<file path="src/sv/signal_meter_average_peak_hold_core_defines.svh">
// Assertion macros shared by the level meter RTL.
`ifndef SIGNAL_METER_AVERAGE_PEAK_HOLD_CORE_DEFINES_SVH
`define SIGNAL_METER_AVERAGE_PEAK_HOLD_CORE_DEFINES_SVH
`ifndef SYNTHESIS
`define SMAPH_ASSERT_SAME(label, clk, rst, ante, cons) \
  label: assert property (@(posedge clk) disable iff (rst) (ante) |-> (cons)) \
    else $error("level meter check failed");
`define SMAPH_ASSERT_NEXT(label, clk, rst, ante, cons) \
  label: assert property (@(posedge clk) disable iff (rst) (ante) |=> (cons)) \
    else $error("level meter check failed");
`else
`define SMAPH_ASSERT_SAME(label, clk, rst, ante, cons)
`define SMAPH_ASSERT_NEXT(label, clk, rst, ante, cons)
`endif
`endif

</file>
<file path="src/sv/smaph_pkg.sv">
// Shared constants, register codes and control types of the level meter.
`default_nettype none
package smaph_pkg;

  localparam int SAMPLE_BITS    = 12;
  localparam int COUNT_BITS     = 16;
  localparam int TIME_BITS      = 32;
  localparam int PERIOD_BITS    = 16;
  localparam int GAIN_BITS      = 16;
  localparam int CFG_DATA_BITS  = 16;
  localparam int CFG_INDEX_BITS = 3;
  localparam int SUM_BITS       = SAMPLE_BITS + COUNT_BITS;
  localparam int PROD_BITS      = SAMPLE_BITS + GAIN_BITS;
  localparam int PERMILLE       = 1000;

  // Scaled width for the reciprocal divide; values below SAT_LIMIT fit it.
  localparam int QIN_BITS       = SAMPLE_BITS + 10;
  localparam int RECIP_SHIFT    = QIN_BITS + 10;
  localparam int RECIP_BITS     = RECIP_SHIFT - 9;
  localparam logic [RECIP_BITS-1:0] RECIP =
    RECIP_BITS'(((64'd1 << RECIP_SHIFT) + 64'(PERMILLE - 1)) / 64'(PERMILLE));
  localparam logic [PROD_BITS-1:0] SAT_LIMIT =
    PROD_BITS'((1 << SAMPLE_BITS) * PERMILLE);

  localparam logic [SAMPLE_BITS-1:0] FULL_SCALE = '1;
  localparam logic [COUNT_BITS-1:0]  COUNT_MAX  = '1;

  localparam int SQRT_STEPS = SAMPLE_BITS;
  localparam int DIV_STEPS  = SUM_BITS;
  localparam int STEP_BITS  = $clog2(DIV_STEPS);

  // Configuration register indexes.
  localparam logic [CFG_INDEX_BITS-1:0] CFG_AVG_PERIOD  = 3'd0;
  localparam logic [CFG_INDEX_BITS-1:0] CFG_PEAK_PERIOD = 3'd1;
  localparam logic [CFG_INDEX_BITS-1:0] CFG_ZERO_OFFSET = 3'd2;
  localparam logic [CFG_INDEX_BITS-1:0] CFG_GAIN        = 3'd3;
  localparam logic [CFG_INDEX_BITS-1:0] CFG_LOG_MODE    = 3'd4;

  localparam logic [PERIOD_BITS-1:0] AVG_PERIOD_RESET  = 16'd100;
  localparam logic [PERIOD_BITS-1:0] PEAK_PERIOD_RESET = 16'd5000;
  localparam logic [GAIN_BITS-1:0]   GAIN_RESET        = 16'd1000;

  typedef struct packed {
    logic load;
    logic mul;
    logic scale;
    logic sq_init;
    logic sq_step;
    logic sq_fix;
    logic acc;
    logic div_init;
    logic div_step;
    logic update;
    logic emit;
  } smaph_cmd_t;

  typedef struct packed {
    logic log_on;
    logic closed;
  } smaph_stat_t;

endpackage
`default_nettype wire

</file>
<file path="src/sv/smaph_if.sv">
// Valid/ready channel interfaces for samples in and levels out.
`default_nettype none
interface smaph_in_if import smaph_pkg::*; ();
  logic                   valid;
  logic                   ready;
  logic [SAMPLE_BITS-1:0] raw_sample;
  logic [TIME_BITS-1:0]   time_ms;
  modport source (output valid, raw_sample, time_ms, input ready);
  modport sink (input valid, raw_sample, time_ms, output ready);
endinterface

interface smaph_out_if import smaph_pkg::*; ();
  logic                   valid;
  logic                   ready;
  logic [SAMPLE_BITS-1:0] level_now;
  logic [SAMPLE_BITS-1:0] level_average;
  logic [SAMPLE_BITS-1:0] level_peak;
  logic                   average_updated;
  modport source (output valid, level_now, level_average, level_peak, average_updated,
                  input ready);
  modport sink (input valid, level_now, level_average, level_peak, average_updated,
                output ready);
endinterface
`default_nettype wire

</file>
<file path="src/sv/signal_meter_average_peak_hold_core.sv">
// Top level of the windowed average and peak-hold signal level meter.
//
// The samples channel carries one converter reading and its millisecond
// timestamp per item; the levels channel returns exactly one result item per
// sample: the conditioned level, the current window average, the held peak and
// a flag that marks the sample which closed an averaging window. Both channels
// use valid/ready and move an item on a clock edge where both are high.
// Registers are written through cfg_we, cfg_index and cfg_data; the user must
// write them only while the block is idle, which the block does not enforce;
// writes to unused indexes are dropped. One item is processed at a time. An
// accepted item is loaded, multiplied by the gain and scaled; the square-root
// response adds the root steps (one root bit per cycle), and a sample that
// closes a window adds the mean divider steps (one quotient bit per cycle);
// then the meter state is updated, the result registered and idle reentered.
// The result waits in an output register, so a stalled receiver does not stop
// the next sample from being accepted and worked on; that sample then waits
// for the register to free up before it is presented.
// A synchronous reset restores the register defaults and clears the sums,
// average, peak and window start times; no clearing pass is needed.
`default_nettype none
`include "signal_meter_average_peak_hold_core_defines.svh"
module signal_meter_average_peak_hold_core import smaph_pkg::*; (
  input  logic                      clk,
  input  logic                      rst,
  smaph_in_if.sink                  samples,
  smaph_out_if.source               levels,
  input  logic                      cfg_we,
  input  logic [CFG_INDEX_BITS-1:0] cfg_index,
  input  logic [CFG_DATA_BITS-1:0]  cfg_data
);

  smaph_cmd_t  cmd;
  smaph_stat_t stat;

  // The sequencer holds the handshakes and, unstalled, issues one step per cycle.
  smaph_ctrl u_ctrl (
    .clk       (clk),
    .rst       (rst),
    .in_valid  (samples.valid),
    .in_ready  (samples.ready),
    .out_valid (levels.valid),
    .out_ready (levels.ready),
    .stat      (stat),
    .cmd       (cmd)
  );

  // The datapath keeps the configuration, the meter state and the result register.
  smaph_dp u_dp (
    .clk             (clk),
    .rst             (rst),
    .cfg_we          (cfg_we),
    .cfg_index       (cfg_index),
    .cfg_data        (cfg_data),
    .raw_sample      (samples.raw_sample),
    .time_ms         (samples.time_ms),
    .cmd             (cmd),
    .stat            (stat),
    .level_now       (levels.level_now),
    .level_average   (levels.level_average),
    .level_peak      (levels.level_peak),
    .average_updated (levels.average_updated)
  );

  // In the cycle after it takes an item, the block is busy.
  `SMAPH_ASSERT_NEXT(a_busy_after_accept, clk, rst, samples.valid && samples.ready, !samples.ready)
  // A window close always leaves the peak at or above the new average.
  `SMAPH_ASSERT_SAME(a_peak_covers_average, clk, rst, levels.valid && levels.average_updated, levels.level_peak >= levels.level_average)
  // A new result only appears when the block was busy just before it.
  `SMAPH_ASSERT_SAME(a_result_after_work, clk, rst, $rose(levels.valid), $past(!samples.ready))

endmodule
`default_nettype wire

</file>
<file path="src/sv/smaph_dp.sv">
// Datapath of the level meter: conditioning, square root, accumulator, divider.
`default_nettype none
module smaph_dp import smaph_pkg::*; (
  input  logic                      clk,
  input  logic                      rst,
  input  logic                      cfg_we,
  input  logic [CFG_INDEX_BITS-1:0] cfg_index,
  input  logic [CFG_DATA_BITS-1:0]  cfg_data,
  input  logic [SAMPLE_BITS-1:0]    raw_sample,
  input  logic [TIME_BITS-1:0]      time_ms,
  input  smaph_cmd_t                cmd,
  output smaph_stat_t               stat,
  output logic [SAMPLE_BITS-1:0]    level_now,
  output logic [SAMPLE_BITS-1:0]    level_average,
  output logic [SAMPLE_BITS-1:0]    level_peak,
  output logic                      average_updated
);

  localparam int REM_BITS = SAMPLE_BITS + 3;

  logic [PERIOD_BITS-1:0] avg_period;
  logic [PERIOD_BITS-1:0] peak_period;
  logic [SAMPLE_BITS-1:0] zero_offset;
  logic [GAIN_BITS-1:0]   gain;
  logic                   log_mode;

  logic [TIME_BITS-1:0]     now;
  logic [SAMPLE_BITS-1:0]   lvl_off;
  logic [PROD_BITS-1:0]     prod;
  logic [SAMPLE_BITS-1:0]   level;
  logic [2*SAMPLE_BITS-1:0] xs;
  logic [REM_BITS-1:0]      rem;
  logic [SAMPLE_BITS-1:0]   root;
  logic [SUM_BITS-1:0]      level_sum;
  logic [COUNT_BITS-1:0]    sample_count;
  logic                     closed;
  logic [SUM_BITS-1:0]      quo;
  logic [COUNT_BITS:0]      drem;
  logic [SAMPLE_BITS-1:0]   average;
  logic [SAMPLE_BITS-1:0]   peak;
  logic [TIME_BITS-1:0]     avg_start;
  logic [TIME_BITS-1:0]     peak_start;

  logic [SAMPLE_BITS-1:0]          inv;
  logic [QIN_BITS+RECIP_BITS-1:0]  recip_prod;
  logic [REM_BITS-1:0]             rem_sh;
  logic [REM_BITS-1:0]             trial;
  logic [COUNT_BITS:0]             drem_sh;
  logic [PERIOD_BITS-1:0]          avg_eff;
  logic [PERIOD_BITS-1:0]          peak_eff;
  logic [TIME_BITS-1:0]            avg_elapsed;
  logic [TIME_BITS-1:0]            peak_elapsed;
  logic [SAMPLE_BITS-1:0]          avg_new;
  logic [SAMPLE_BITS-1:0]          peak_raised;

  always_comb begin
    inv          = ~raw_sample;
    recip_prod   = prod[QIN_BITS-1:0] * RECIP;
    rem_sh       = {rem[REM_BITS-3:0], xs[2*SAMPLE_BITS-1 -: 2]};
    trial        = REM_BITS'({root, 2'b01});
    drem_sh      = {drem[COUNT_BITS-1:0], quo[SUM_BITS-1]};
    avg_eff      = (avg_period == '0) ? PERIOD_BITS'(1) : avg_period;
    peak_eff     = (peak_period < avg_eff) ? avg_eff : peak_period;
    avg_elapsed  = now - avg_start;
    peak_elapsed = now - peak_start;
    avg_new      = closed ? quo[SAMPLE_BITS-1:0] : average;
    peak_raised  = (closed && (avg_new > peak)) ? avg_new : peak;
    stat.log_on  = log_mode;
    stat.closed  = closed;
  end

  // Configuration registers.
  always_ff @(posedge clk) begin
    if (rst) begin
      avg_period  <= AVG_PERIOD_RESET;
      peak_period <= PEAK_PERIOD_RESET;
      zero_offset <= '0;
      gain        <= GAIN_RESET;
      log_mode    <= 1'b0;
    end else if (cfg_we) begin
      case (cfg_index)
        CFG_AVG_PERIOD:  avg_period  <= cfg_data[PERIOD_BITS-1:0];
        CFG_PEAK_PERIOD: peak_period <= cfg_data[PERIOD_BITS-1:0];
        CFG_ZERO_OFFSET: zero_offset <= cfg_data[SAMPLE_BITS-1:0];
        CFG_GAIN:        gain        <= cfg_data[GAIN_BITS-1:0];
        CFG_LOG_MODE:    log_mode    <= cfg_data[0];
        default: ;
      endcase
    end
  end

  // Per-item working registers.
  always_ff @(posedge clk) begin
    if (cmd.load) begin
      now     <= time_ms;
      lvl_off <= (inv > zero_offset) ? (inv - zero_offset) : '0;
    end
    if (cmd.mul) begin
      prod <= PROD_BITS'(lvl_off) * PROD_BITS'(gain);
    end
    if (cmd.scale) begin
      level <= (prod >= SAT_LIMIT) ? FULL_SCALE : recip_prod[RECIP_SHIFT +: SAMPLE_BITS];
    end
    if (cmd.sq_init) begin
      xs   <= {level, {SAMPLE_BITS{1'b0}}} - {{SAMPLE_BITS{1'b0}}, level};
      rem  <= '0;
      root <= '0;
    end
    if (cmd.sq_step) begin
      xs <= {xs[2*SAMPLE_BITS-3:0], 2'b00};
      if (rem_sh >= trial) begin
        rem  <= rem_sh - trial;
        root <= {root[SAMPLE_BITS-2:0], 1'b1};
      end else begin
        rem  <= rem_sh;
        root <= {root[SAMPLE_BITS-2:0], 1'b0};
      end
    end
    if (cmd.sq_fix) begin
      // Round half up: the remainder exceeds the root exactly when x > r*r + r.
      level <= (rem > REM_BITS'(root)) ? (root + 1'b1) : root;
    end
    if (cmd.div_init) begin
      quo  <= level_sum;
      drem <= '0;
    end
    if (cmd.div_step) begin
      if (drem_sh >= {1'b0, sample_count}) begin
        drem <= drem_sh - {1'b0, sample_count};
        quo  <= {quo[SUM_BITS-2:0], 1'b1};
      end else begin
        drem <= drem_sh;
        quo  <= {quo[SUM_BITS-2:0], 1'b0};
      end
    end
    if (cmd.emit) begin
      level_now       <= level;
      level_average   <= average;
      level_peak      <= peak;
      average_updated <= closed;
    end
  end

  // Meter state that persists across items.
  always_ff @(posedge clk) begin
    if (rst) begin
      level_sum    <= '0;
      sample_count <= '0;
      closed       <= 1'b0;
      average      <= '0;
      peak         <= '0;
      avg_start    <= '0;
      peak_start   <= '0;
    end else begin
      if (cmd.acc) begin
        if (sample_count != COUNT_MAX) begin
          level_sum    <= level_sum + SUM_BITS'(level);
          sample_count <= sample_count + 1'b1;
        end
        closed <= (avg_elapsed >= TIME_BITS'(avg_eff));
      end
      if (cmd.update) begin
        average <= avg_new;
        if (closed) begin
          level_sum    <= '0;
          sample_count <= '0;
          avg_start    <= now;
        end
        if (peak_elapsed >= TIME_BITS'(peak_eff)) begin
          peak_start <= now;
          peak       <= avg_new;
        end else begin
          peak <= peak_raised;
        end
      end
    end
  end

endmodule
`default_nettype wire

</file>
<file path="src/sv/smaph_ctrl.sv">
// Sequencer of the level meter: steps the datapath and owns the handshakes.
`default_nettype none
module smaph_ctrl import smaph_pkg::*; (
  input  logic        clk,
  input  logic        rst,
  input  logic        in_valid,
  output logic        in_ready,
  output logic        out_valid,
  input  logic        out_ready,
  input  smaph_stat_t stat,
  output smaph_cmd_t  cmd
);

  typedef enum logic [10:0] {
    S_IDLE   = 11'b00000000001,
    S_MUL    = 11'b00000000010,
    S_SCALE  = 11'b00000000100,
    S_SQINIT = 11'b00000001000,
    S_SQRT   = 11'b00000010000,
    S_SQFIX  = 11'b00000100000,
    S_ACC    = 11'b00001000000,
    S_TEST   = 11'b00010000000,
    S_DIV    = 11'b00100000000,
    S_UPD    = 11'b01000000000,
    S_DONE   = 11'b10000000000
  } smaph_state_t;

  localparam logic [STEP_BITS-1:0] SQRT_LAST = STEP_BITS'(SQRT_STEPS - 1);
  localparam logic [STEP_BITS-1:0] DIV_LAST  = STEP_BITS'(DIV_STEPS - 1);

  smaph_state_t         state;
  smaph_state_t         state_next;
  logic [STEP_BITS-1:0] step;
  logic [STEP_BITS-1:0] step_next;

  always_comb begin
    state_next = state;
    step_next  = step;
    cmd        = '0;
    in_ready   = 1'b0;
    case (state)
      S_IDLE: begin
        in_ready = 1'b1;
        if (in_valid) begin
          cmd.load   = 1'b1;
          state_next = S_MUL;
        end
      end
      S_MUL: begin
        cmd.mul    = 1'b1;
        state_next = S_SCALE;
      end
      S_SCALE: begin
        cmd.scale  = 1'b1;
        state_next = stat.log_on ? S_SQINIT : S_ACC;
      end
      S_SQINIT: begin
        cmd.sq_init = 1'b1;
        step_next   = '0;
        state_next  = S_SQRT;
      end
      S_SQRT: begin
        cmd.sq_step = 1'b1;
        step_next   = step + 1'b1;
        if (step == SQRT_LAST) begin
          state_next = S_SQFIX;
        end
      end
      S_SQFIX: begin
        cmd.sq_fix = 1'b1;
        state_next = S_ACC;
      end
      S_ACC: begin
        cmd.acc    = 1'b1;
        state_next = S_TEST;
      end
      S_TEST: begin
        cmd.div_init = 1'b1;
        step_next    = '0;
        state_next   = stat.closed ? S_DIV : S_UPD;
      end
      S_DIV: begin
        cmd.div_step = 1'b1;
        step_next    = step + 1'b1;
        if (step == DIV_LAST) begin
          state_next = S_UPD;
        end
      end
      S_UPD: begin
        cmd.update = 1'b1;
        state_next = S_DONE;
      end
      S_DONE: begin
        if (!out_valid || out_ready) begin
          cmd.emit   = 1'b1;
          state_next = S_IDLE;
        end
      end
      default: begin
        state_next = S_IDLE;
      end
    endcase
  end

  always_ff @(posedge clk) begin
    if (rst) begin
      state     <= S_IDLE;
      step      <= '0;
      out_valid <= 1'b0;
    end else begin
      state <= state_next;
      step  <= step_next;
      if (cmd.emit) begin
        out_valid <= 1'b1;
      end else if (out_ready) begin
        out_valid <= 1'b0;
      end
    end
  end

endmodule
`default_nettype wire

</file>
<file path="src/flat_wrapper.sv">
// flat-port wrapper written by rule: the top's interface ports become plain ports
module signal_meter_average_peak_hold_core_flat import smaph_pkg::*;
  (clk, rst, cfg_we, cfg_index, cfg_data, samples_valid, samples_raw_sample, samples_time_ms, samples_ready, levels_valid, levels_level_now, levels_level_average, levels_level_peak, levels_average_updated, levels_ready);
  smaph_in_if samples_i ();
  smaph_out_if levels_i ();
  input  logic clk;
  input  logic rst;
  input  logic cfg_we;
  input  logic [CFG_INDEX_BITS-1:0] cfg_index;
  input  logic [CFG_DATA_BITS-1:0] cfg_data;
  input wire logic [$bits(samples_i.valid)-1:0] samples_valid;
  input wire logic [$bits(samples_i.raw_sample)-1:0] samples_raw_sample;
  input wire logic [$bits(samples_i.time_ms)-1:0] samples_time_ms;
  output wire logic [$bits(samples_i.ready)-1:0] samples_ready;
  output wire logic [$bits(levels_i.valid)-1:0] levels_valid;
  output wire logic [$bits(levels_i.level_now)-1:0] levels_level_now;
  output wire logic [$bits(levels_i.level_average)-1:0] levels_level_average;
  output wire logic [$bits(levels_i.level_peak)-1:0] levels_level_peak;
  output wire logic [$bits(levels_i.average_updated)-1:0] levels_average_updated;
  input wire logic [$bits(levels_i.ready)-1:0] levels_ready;
  assign samples_i.valid = samples_valid;
  assign samples_i.raw_sample = samples_raw_sample;
  assign samples_i.time_ms = samples_time_ms;
  assign samples_ready = samples_i.ready;
  assign levels_valid = levels_i.valid;
  assign levels_level_now = levels_i.level_now;
  assign levels_level_average = levels_i.level_average;
  assign levels_level_peak = levels_i.level_peak;
  assign levels_average_updated = levels_i.average_updated;
  assign levels_i.ready = levels_ready;
  signal_meter_average_peak_hold_core u_core (.clk(clk), .rst(rst), .samples(samples_i), .levels(levels_i), .cfg_we(cfg_we), .cfg_index(cfg_index), .cfg_data(cfg_data));
endmodule
</file>
<file path="config.mk">
export PLATFORM = sky130hd
export DESIGN_NAME = signal_meter_average_peak_hold_core_flat
export DESIGN_NICKNAME = d
export VERILOG_FILES = /design/src/sv/smaph_pkg.sv /design/src/sv/smaph_if.sv /design/src/sv/signal_meter_average_peak_hold_core.sv /design/src/sv/smaph_dp.sv /design/src/sv/smaph_ctrl.sv /design/src/flat_wrapper.sv
export VERILOG_INCLUDE_DIRS = /design/src /design/src/sv
export SDC_FILE = /design/constraint.sdc
export NUM_CORES = 2
export LEC_CHECK = 0
export ABC_AREA = 1
export BUFFER_PORTS_ARGS = -buffer_cell sky130_fd_sc_hd__buf_2
export CAP_MARGIN = 20
export CORE_AREA = 2 2 258 260
export CTS_CLUSTER_DIAMETER = 50
export CTS_CLUSTER_SIZE = 30
export DETAILED_ROUTE_END_ITERATION = 8
export DIE_AREA = 0 0 260 262
export GPL_TIMING_DRIVEN = 0
export PLACE_DENSITY_LB_ADDON = 0.15
export SYNTH_ARGS = -nofsm -noshare
export SYNTH_HDL_FRONTEND = slang
export SYNTH_HIERARCHICAL = 1
export SYNTH_SLANG_ARGS = --single-unit
</file>
<file path="constraint.sdc">
create_clock -name clk -period 4.93 [get_ports clk]
set_input_delay 0.986 -clock clk [delete_from_list [all_inputs] [get_ports clk]]
set_output_delay 0.986 -clock clk [all_outputs]
set_load 0.005 [all_outputs]
</file>
==> flow_metrics.py <==
metrics = {
    "final_layout": {
        "nets": 5868,
        "final.fill_count": 5321,
        "multi_input_area_sq_mm": 0.0244,
        "drive_gt1_frac": 0.140,
        "antenna_cells": 0,
        "seqCellArea_sq_mm": 0.0107,
        "area_growth_pct": 17.8,
    },
    "cts": {
        "insertion_delay_ns": 0.66,
        "clockBufferDepth": 3,
        "clkSinkCount": 427,
        "cts_tree": "yes",
        "cts.reportedPaths.clkPinSlew_ns": 0.08,
        "root_buffer": "clkbuf_16",
        "h-tree-depth": 2,
        "numCtsBuffers": 51,
    },
    "timing": {
        "period_needed_ns": 5.53,
        "clock_skew_ns": 0.0659,
        "period_share": 1.12,
        "tightest_slew_ns": 0.932,
        "max-slew-margin-rel": 0.374,
        "max_freq_ghz": 0.181,
        "setup_viol": 19,
        "rsz0062_at_grt": "true",
        "layout_setup_ws_ns": -0.604,
        "maxSlewViolCount": 0,
        "hold_violations": 0,
    },
    "critical_path": {
        "worst_setup_path_end_kind": "register",
        "reg2reg_slack_ns": -0.60,
        "crit_start": "u_core/u_dp/prod[4]",
        "path_class": "reg -> reg",
        "start_kind": "register",
        "cp.depth": 25,
        "r2r_end": "u_core/u_dp/level[5]",
        "crit_family": "adder cells",
        "path_buf_inv": 7,
        "cp_max_fo": 6,
        "worst_path_largest_cell_delay_ns": 0.60,
        "cp-endpoint": "u_core/u_dp/level[5]",
        "rr_worst_depth": 25,
        "cp.required_ns": 5.30,
        "cp_slowest_cell": "edfxtp_1",
        "timing.rr.start": "u_core/u_dp/prod[4]",
        "arrival_ns": 5.90,
    },
    "synthesis": {
        "synth_edf_count": 214,
        "yosysSeqAreaShare": 0.284,
        "yosysWarnings": 6,
        "synth_area_per_cell_sq_um": 7.77,
        "synthCells": 4843,
        "synthTopCellsByArea": "edfxtp_1 17%, ha_1 14%, fa_1 13%",
        "synth_top_cell_area_share": 0.171,
        "synthFlopType": "edfxtp_1",
        "async_reset_ff_frac": 0,
        "synth_fp_nets": 5587,
        "yosys.area.top_type": "edfxtp_1",
        "synth.distinct_cells": 54,
        "synth-seq-cells": 427,
        "synth_area_sq_mm": 0.0376,
    },
    "die": {
        "coreArea_sq_mm": 0.0653,
        "fp.dieArea_sq_mm": 0.0681,
        "rows": 94,
        "start_util": 0.576,
        "die_y_microns": 262,
        "dieWidth_microns": 260,
        "top_level_ports": 107,
    },
    "placement": {
        "port_buffers": 106,
        "dp_slack_ns": -0.843,
        "gp_congestion": 0.955,
        "hpwl_microns": 79600,
    },
    "route": {
        "drt_iter0_drc": 2465,
        "drcViolationCount": 0,
        "vias": 32900,
        "antenna_left": 0,
        "routed_via_density": 5.45,
        "wl_per_cell_microns": 17.4,
        "wirelength_microns": 105000,
        "drt_first_pass_iters": 6,
    },
    "global_routing": {
        "met2_usage": 0.519,
        "antenna_found_initial": 0,
        "grt_max_degree": 45,
        "grt_usage": 0.302,
        "grt_overflow_total": 0,
        "grt_pass1_wl_microns": 164000,
        "grt_busiest_layer": "met2",
        "use_met3": 0.0421,
        "grt_use_met1": 0.391,
        "grt_pass1_vias": 32000,
    },
    "job": {
        "drv_cap": 0,
    },
    "status": {
        "status": "finished with violations",
        "violations": "setup timing",
    },
    "min_path": {
        "hold_path_depth": 0,
        "hold_path_class": "reg -> reg",
    },
}
## final cells by class
| class | instances | share of cell area |
|---|---|---|
| Clock buffer | 53 | 0.0290 |
| Clock inverter | 43 | 0.0131 |
| Inverter | 975 | 0.0826 |
| Multi-Input combinational cell | 3320 | 0.551 |
| Tap cell | 864 | 0.0244 |
| Sequential cell | 427 | 0.242 |
| Buffer | 117 | 0.0209 |
| Timing Repair Buffer | 232 | 0.0375 |
## worst min-delay path by stage
stage                           startpoint                            to  slack, ns
global route        u_core/u_dp/average[0]  u_core/u_dp/level_average[0]       0.44
CTS                 u_core/u_dp/average[0]  u_core/u_dp/level_average[0]       0.43
global placement    u_core/u_dp/average[0]  u_core/u_dp/level_average[0]       0.42
detailed placement  u_core/u_dp/average[0]  u_core/u_dp/level_average[0]       0.42
finish              u_core/u_dp/average[0]  u_core/u_dp/level_average[0]       0.43
floorplan           u_core/u_dp/average[0]  u_core/u_dp/level_average[0]       0.41
## state kept, by name, summed over array words and instances, names as in the netlist, 16 cells and up
register                  cells
u_core/u_dp/avg_period       16
u_core/u_dp/avg_start        32
u_core/u_dp/drem             16
u_core/u_dp/gain             16
u_core/u_dp/level_sum        28
u_core/u_dp/now              32
u_core/u_dp/peak_period      16
u_core/u_dp/peak_start       32
u_core/u_dp/prod             28
u_core/u_dp/quo              28
u_core/u_dp/sample_count     16
u_core/u_dp/xs               24
## worst register-to-register path, cell delays in order (launching register included)
cell,delay (ns)
edfxtp_1,0.60
inv_2,0.09
ha_4,0.28
ha_4,0.13
inv_4,0.04
fa_2,0.35
fa_1,0.50
inv_1,0.05
fa_1,0.47
fa_1,0.52
inv_2,0.04
fa_1,0.50
inv_2,0.05
ha_4,0.22
a21oi_2,0.16
inv_2,0.07
nor2_4,0.11
a21oi_2,0.06
nor2_1,0.15
o21ai_1,0.10
a31oi_2,0.23
o21ai_1,0.12
nand2_1,0.07
nand2_1,0.06
o21ai_2,0.21
inv_1,0.06
## cells by family (layout without fill, tap and decap cells)
group / after synthesis / count (layout) / synth area share
AND/OR/NAND/NOR: 1736 / 1736 / 0.191
XOR/XNOR: 115 / 115 / 0.0268
AO/OA/AOI/OAI: 793 / 793 / 0.114
adder cells (fa/ha/maj): 676 / 676 / 0.273
flip-flops: 427 / 427 / 0.284
buffers and inverters: 1096 / 1420 / 0.111
## repair_timing
| action | in CTS | in global routing |
|---|---|---|
| setup buffers | 87 | 35 |
| pin swaps | 121 | 134 |
| setup endpoints to repair | 28 | 69 |
| hold endpoints to repair | 0 | 0 |
| cloned | 0 | 3 |
| resized for setup | 242 | 172 |
| hold buffers | 0 | 0 |
## cells in the final DEF, fill, tap and decap left out, drive strengths merged, types with 153 or more instances in the layout
| cell | Yosys | final |
|---|---|---|
| dfxtp | 213 | 213 |
| nand3 | 153 | 153 |
| nand2 | 1038 | 1038 |
| o21ai | 319 | 319 |
| inv | 973 | 994 |
| a21oi | 353 | 353 |
| ha | 434 | 434 |
| fa | 242 | 242 |
| buf | 22 | 260 |
| edfxtp | 214 | 214 |
| nor2 | 391 | 391 |
## cells in the mapped netlist, drive strengths merged, types with 3 or more instances
cell type / number
fa: 242
nor3b: 3
nand4: 51
a21o: 14
a211oi: 9
nand3b: 16
nand2: 1038
ha: 434
xnor2: 31
and3: 5
and2: 7
nor3: 52
xor2: 84
o22ai: 16
buf: 22
dfxtp: 213
o211ai: 21
a221oi: 7
a21oi: 353
nor4: 12
nand3: 153
o21a: 8
a21boi: 6
o21bai: 9
clkbuf: 99
nor2: 391
or2: 8
o21ai: 319
a31oi: 9
edfxtp: 214
o31ai: 8
inv: 973
a32o: 8
## routing by layer
metal	vias to the layer above	share of wire
met1	15500	0.42
met4	0	0.038
met2	1033	0.48
met3	248	0.059
met5	-	0
li1	16100	-
## per-stage QoR
step,util,hold WS (ns),cells,setup TNS [ns],instance area [sq um]
2_1_floorplan,-,0.408,4843,-0.0470,38000
3_3_place_gp,0.607,0.418,5813,-14.43,39600
3_5_place_dp,0.608,0.418,5816,-15.39,39700
4_1_cts,0.665,0.429,5996,-2.94,43400
5_1_grt,0.679,0.441,6031,-8.45,44300
6_report,0.679,0.427,6031,-5.67,44300
Power is left out: the tool's default activity adds up to more than one toggle a clock period on the data nets, which glitch-free logic cannot reach.
